<file path="src/hw/rtl/rws_pkg.sv">
// rws_pkg: shared widths, codes, types and helpers of the roulette wheel selector
// no dependencies; used by every module of the block but rws_ram
`default_nettype none

package rws_pkg;

    // sizing of the block
    localparam int MAX_POPULATION = 256;
    localparam int FITNESS_BITS   = 32;
    localparam int DRAW_BITS      = 16;

    // fixed port widths
    localparam int CFG_BITS       = 9;
    localparam int IN_FIT_BITS    = 32;
    localparam int IN_DRAW_BITS   = 16;
    localparam int OUT_IDX_BITS   = 8;
    localparam int OUT_FIT_BITS   = 32;
    localparam int TOTAL_BITS     = 40;
    localparam int AVG_BITS       = 32;

    // derived widths
    localparam int IDX_BITS       = $clog2(MAX_POPULATION);
    localparam int SIZE_BITS      = IDX_BITS + 1;
    localparam int REM_BITS       = SIZE_BITS;
    localparam int THR_BITS       = TOTAL_BITS + DRAW_BITS;
    localparam int DIV_CELLS      = AVG_BITS;

    localparam logic [CFG_BITS-1:0] POP_RESET = CFG_BITS'(256);

    localparam logic CMD_LOAD    = 1'b0;
    localparam logic CMD_SELECT  = 1'b1;
    localparam logic KIND_STATS  = 1'b0;
    localparam logic KIND_SELECT = 1'b1;

    typedef enum logic [2:0] {
        ST_IDLE,
        ST_DIV_LAUNCH,
        ST_DIV_WAIT,
        ST_SEL_MUL,
        ST_SEL_WALK
    } t_state;

    // one divider cell's view of a division in flight
    typedef struct packed {
        logic                 valid;
        logic [REM_BITS-1:0]  rem;
        logic [AVG_BITS-1:0]  dq;
        logic [SIZE_BITS-1:0] div;
    } t_div_lane;

    // saturating accumulate of one fitness value into a total
    function automatic logic [TOTAL_BITS-1:0] sat_add(
        input logic [TOTAL_BITS-1:0]   a,
        input logic [FITNESS_BITS-1:0] b
    );
        logic [TOTAL_BITS:0] s;
        s = {1'b0, a} + (TOTAL_BITS + 1)'(b);
        return s[TOTAL_BITS] ? {TOTAL_BITS{1'b1}} : s[TOTAL_BITS-1:0];
    endfunction

endpackage

`default_nettype wire

</file>
<file path="src/hw/rtl/rws_div_cell.sv">
// rws_div_cell: one restoring division step, registered, passes its lane onward
// depends on rws_pkg
`default_nettype none

module rws_div_cell (
    input  wire logic              i_clk,
    input  wire logic              i_rst_n,
    input  wire rws_pkg::t_div_lane i_lane,
    output rws_pkg::t_div_lane      o_lane
);

    logic                          r_valid;
    logic [rws_pkg::REM_BITS-1:0]  r_rem;
    logic [rws_pkg::AVG_BITS-1:0]  r_dq;
    logic [rws_pkg::SIZE_BITS-1:0] r_div;

    logic [rws_pkg::REM_BITS:0]    shifted;
    logic [rws_pkg::REM_BITS:0]    div_ext;
    logic                          ge;
    logic [rws_pkg::REM_BITS-1:0]  n_rem;
    logic [rws_pkg::AVG_BITS-1:0]  n_dq;

    always_comb begin
        // bring down the next dividend bit
        shifted = {i_lane.rem, i_lane.dq[rws_pkg::AVG_BITS-1]};
        div_ext = (rws_pkg::REM_BITS + 1)'(i_lane.div);
        ge      = (shifted >= div_ext);
        n_rem   = ge ? rws_pkg::REM_BITS'(shifted - div_ext)
                     : rws_pkg::REM_BITS'(shifted);
        n_dq    = {i_lane.dq[rws_pkg::AVG_BITS-2:0], ge};
    end

    always_ff @(posedge i_clk) begin
        if (!i_rst_n) begin
            r_valid <= 1'b0;
        end else begin
            r_valid <= i_lane.valid;
        end
    end

    always_ff @(posedge i_clk) begin
        r_rem <= n_rem;
        r_dq  <= n_dq;
        r_div <= i_lane.div;
    end

    always_comb begin
        o_lane.valid = r_valid;
        o_lane.rem   = r_rem;
        o_lane.dq    = r_dq;
        o_lane.div   = r_div;
    end

endmodule

`default_nettype wire

</file>
<file path="src/hw/rtl/rws_div_chain.sv">
// rws_div_chain: row of divider cells, one quotient bit per cell per cycle
// depends on rws_pkg and rws_div_cell
`default_nettype none

module rws_div_chain (
    input  wire logic               i_clk,
    input  wire logic               i_rst_n,
    input  wire rws_pkg::t_div_lane i_lane,
    output rws_pkg::t_div_lane      o_lane
);

    rws_pkg::t_div_lane             lanes [rws_pkg::DIV_CELLS+1];
    logic [rws_pkg::DIV_CELLS-1:0]  valid_vec;

    assign lanes[0] = i_lane;

    for (genvar k = 0; k < rws_pkg::DIV_CELLS; k++) begin : g_cell
        rws_div_cell u_cell (
            .i_clk  (i_clk),
            .i_rst_n(i_rst_n),
            .i_lane (lanes[k]),
            .o_lane (lanes[k+1])
        );
        assign valid_vec[k] = lanes[k+1].valid;
    end

    assign o_lane = lanes[rws_pkg::DIV_CELLS];

    // only one division is ever in flight
    a_single_div: assert property (@(posedge i_clk) disable iff (!i_rst_n)
        $onehot0(valid_vec))
        else $error("more than one division in the divider chain");

endmodule

`default_nettype wire

</file>
<file path="config.mk">
export PLATFORM = sky130hd
export DESIGN_NAME = rws_div_chain
export DESIGN_NICKNAME = d
export VERILOG_FILES = /design/src/hw/rtl/rws_pkg.sv /design/src/hw/rtl/rws_div_cell.sv /design/src/hw/rtl/rws_div_chain.sv
export SDC_FILE = /design/constraint.sdc
export NUM_CORES = 2
export LEC_CHECK = 0
export BUFFER_PORTS_ARGS = -buffer_cell sky130_fd_sc_hd__buf_2
export CAP_MARGIN = 10
export CORE_UTILIZATION = 55
export DETAILED_ROUTE_END_ITERATION = 8
export PLACE_DENSITY_LB_ADDON = 0.05
export SYNTH_ARGS = -nofsm -noshare
export SYNTH_HDL_FRONTEND = slang
export SYNTH_SLANG_ARGS = --single-unit
</file>
<file path="constraint.sdc">
create_clock -name i_clk -period 6.35 [get_ports i_clk]
set_input_delay 0.635 -clock i_clk [delete_from_list [all_inputs] [get_ports i_clk]]
set_output_delay 0.635 -clock i_clk [all_outputs]
set_load 0.005 [all_outputs]
</file>
==> summary.txt <==
Yosys
  – Yosys reg bits: 1632
  – Cell taking the most area after synthesis: dfxtp_1
  – Synth warn: 0
  – Most frequent cell after synthesis: dfxtp_1
  – Post-Syn Area per Cell: 12.5 um^2
  – Dominant cells by area after synthesis: dfxtp_1 (66%), ha_1 (7.3%), mux2_2 (4.2%)
  – Cell count after synthesis: 3931
  – Top-area cell type share of the netlist area: 0.662
  – Seq/Total Area, Yosys: 0.662
  – Post-Syn Nets: 4304
  – Post-synth EDFFs: 0
  – Fraction of registers with async set/reset: 0
  – Post-synth top cells: dfxtp_1 (1632), inv_1 (389), ha_1 (288), mux2_2 (185), a21oi_1 (165)
  – Area of the mapped netlist: 49300 um^2
  – Post-synth top flop: dfxtp_1
  – Yosys cell types: 61

STA
  – RSZ-0062 raised after global routing: no
  – Fmax: 325 MHz
  – Period utilisation layout: 0.485
  – Fin. Hold Viols: 0
  – Final setup fails: 0
  – Worst slew margin: 0.248
  – Pins Over Slew Limit: 0
  – Layout Skew: 0.0378 ns
  – Final min period: 3.08 ns
  – PnR worst setup slack: 3.27 ns
  – Setup_tns: 0 ns
  – Worst slew pin tran: 1.13 ns

Cells and area
  – Share of cells above drive strength 1: 0.133
  – Fill cells: 6819
  – Area grow syn2layout: 16.0%
  – Antenna diode instance count: 0
  – Post-Layout Cell Count: 5486
  – Layout Nets: 4572

Power
  – Pwr/cell area: 564 nW/um^2
  – Gate power share: 0.268
  – Switching part of the total: 0.285
  – Flop pwr share: 0.431
  – Power Internal: 23000 uW
  – Max VDD drop: 332 uV
  – Total net switching power: 9190 uW
  – Pleak: 0.0255 uW
  – Part of the power in the clock network: 0.301

Global route
  – Global route overflow: 0
  – Initial antenna violation count: 1
  – Gr usage total: 0.165
  – Largest net degree at the start of global routing: 33
  – First-pass GRT wire length: 123000 um
  – Vias in the first global route: 25800

Floorplanning
  – Num rows: 109
  – Die Wd: 301 um
  – Initial Util: 0.556
  – Die area: 90900 um^2
  – Core area: 88600 um^2
  – Die H: 301 um
  – # IOs: 104

Clock network
  – Clock-pin slew on the worst setup and hold paths: 0.06 ns
  – Clk buf depth: 3
  – TritonCTS clock tree: built
  – Clk sinks: 1632
  – H-Tree Depth: 4
  – Post-cts sizing count: 0
  – Root Driver: clkbuf_16
  – Cts bufs inserted: 156
  – Postcts setup bufs: 0
  – Clk Latency, worst-skew pair: 0.76 ns

Critical path
  – Arr. time, crit path: 3.72 ns
  – CP cell instances: dlygate4sd3_1, buf_2, ha_1, inv_1, fa_1, a21o_1, a221oi_1, o2111ai_1, mux2_2
  – Crit. End Element: register
  – Crit path largest cell delay: 0.60 ns
  – Slowest-stage cell, CP: o2111ai_1
  – Setup CP Type: in2reg
  – Startpoint class of the critical path: input pin
  – Worst Path Required: 6.99 ns
  – Critical Path Fanout Max: 14
  – WP buf/inv: 3
  – CP top delay family: compound AO/OA/AOI/OAI gates

Drt
  – Number of routed nets with antenna violations: 0
  – Post-route DRC violation count: 6
  – Vias after detailed routing: 26700
  – Post-Route WL: 74100 um
  – Detailed Route Iter0 Violations: 1324
  – Post-DR vias/cell: 4.87
  – DRT Pass-1 Iters: 9
  – Average routed wire per standard cell: 13.5 um

Run status
  – Failing checks: DRC
  – Status: finished, violations left

Run
  – Max cap viols: 0

Placement
  – DP Cell Count: 5166
  – Post-DP HPWL: 50900 um
  – DP Worst Slack: 3.00 ns
  – Port Buf Inserts: 103
  – Gpl congestion: 0.834

Worst hold path
  – Hold WC Path Type: in2reg
## kinds of logic after synthesis
logic type	count (synthesis)	share of synthesized area
simple gates	546	0.0554
compound gates	637	0.0878
fa+ha+maj	320	0.0860
xor+xnor	158	0.0281
buf+inv	426	0.0326
mux	212	0.0477
flops	1632	0.662
## through the flow
stage	util	power, uW	instance area, um^2	hold WS, ns
after floorplan	-	20800	49300	0.310
after global placement	0.577	22600	51200	0.310
after detailed placement	0.577	22700	51200	0.312
after CTS	0.645	32600	57200	0.0250
after global routing	0.645	34300	57200	0.0462
final	0.645	32200	57200	0.0968
## repair_timing
item                                    4_1_cts  5_1_grt
endpoints found under the hold margin        40        0
endpoints found under the setup margin        0        0
hold buffers                                 40        0
## worst paths after layout
check / startpoint / endpoint / slack (ns) / depth (start not counted)
max reg2reg: g_cell[30].u_cell.r_dq[31] / g_cell[31].u_cell.r_rem[2] / 3.35 / 9
max: i_lane[0] / g_cell[0].u_cell.r_rem[4] / 3.27 / 9
min: i_lane[50] / g_cell[0].u_cell.r_valid / 0.1 / 2
min reg2reg: g_cell[22].u_cell.r_dq[3] / g_cell[23].u_cell.r_dq[4] / 0.30 / 0
## power groups by stage
stage | Sequential [uW] | Combinational [uW] | Clock (uW)
global route | 14200 | 9710 | 10400
floorplan | 13700 | 7020 | 0
finish | 13900 | 8630 | 9710
global placement | 14100 | 8460 | 0
CTS | 14000 | 8640 | 10000
detailed placement | 14100 | 8520 | 0
## routing by layer
layer  routed length (um)  GRT usage  share of wire  vias up
li1                     -          -              -    13900
met1                36400      0.223           0.49    12300
met2                33200      0.262           0.45      399
met3                 2790     0.0356          0.038      122
met4                 1650     0.0607          0.022        0
met5                    0          0              0        -
## area by class of cell
class                      instances  area, um^2  area share
clock buffer                     204        4350      0.0761
inverter                         393        1480      0.0258
timing repair buffer             143         916      0.0160
tap                             1165        1460      0.0255
multi-input combinational       1873       15000       0.263
sequential                      1632       32700       0.571
clock inverter                    76        1280      0.0225
## flip-flops by register name, indices dropped and copies added, names as in the netlist
name                   flops
g_cell.u_cell.r_dq      1024
g_cell.u_cell.r_div      288
g_cell.u_cell.r_rem      288
g_cell.u_cell.r_valid     32
## layout by cell type (no fill, tap or decap), types with 29 or more instances in the layout
cell	instances
and2_1	37
fa_1	32
mux2_2	185
clkbuf_16	156
nand2_1	91
inv_1	389
xor2_1	53
buf_2	103
and3_1	37
xnor2_1	105
a21o_1	65
dlygate4sd3_1	40
nand3_1	118
a21oi_1	165
nor2b_1	38
o211ai_1	29
ha_1	288
dfxtp_1	1632
nor3_1	30
o21ai_0	93
nor2_1	136
No activity file was read; power rests on OpenSTA's default activity.
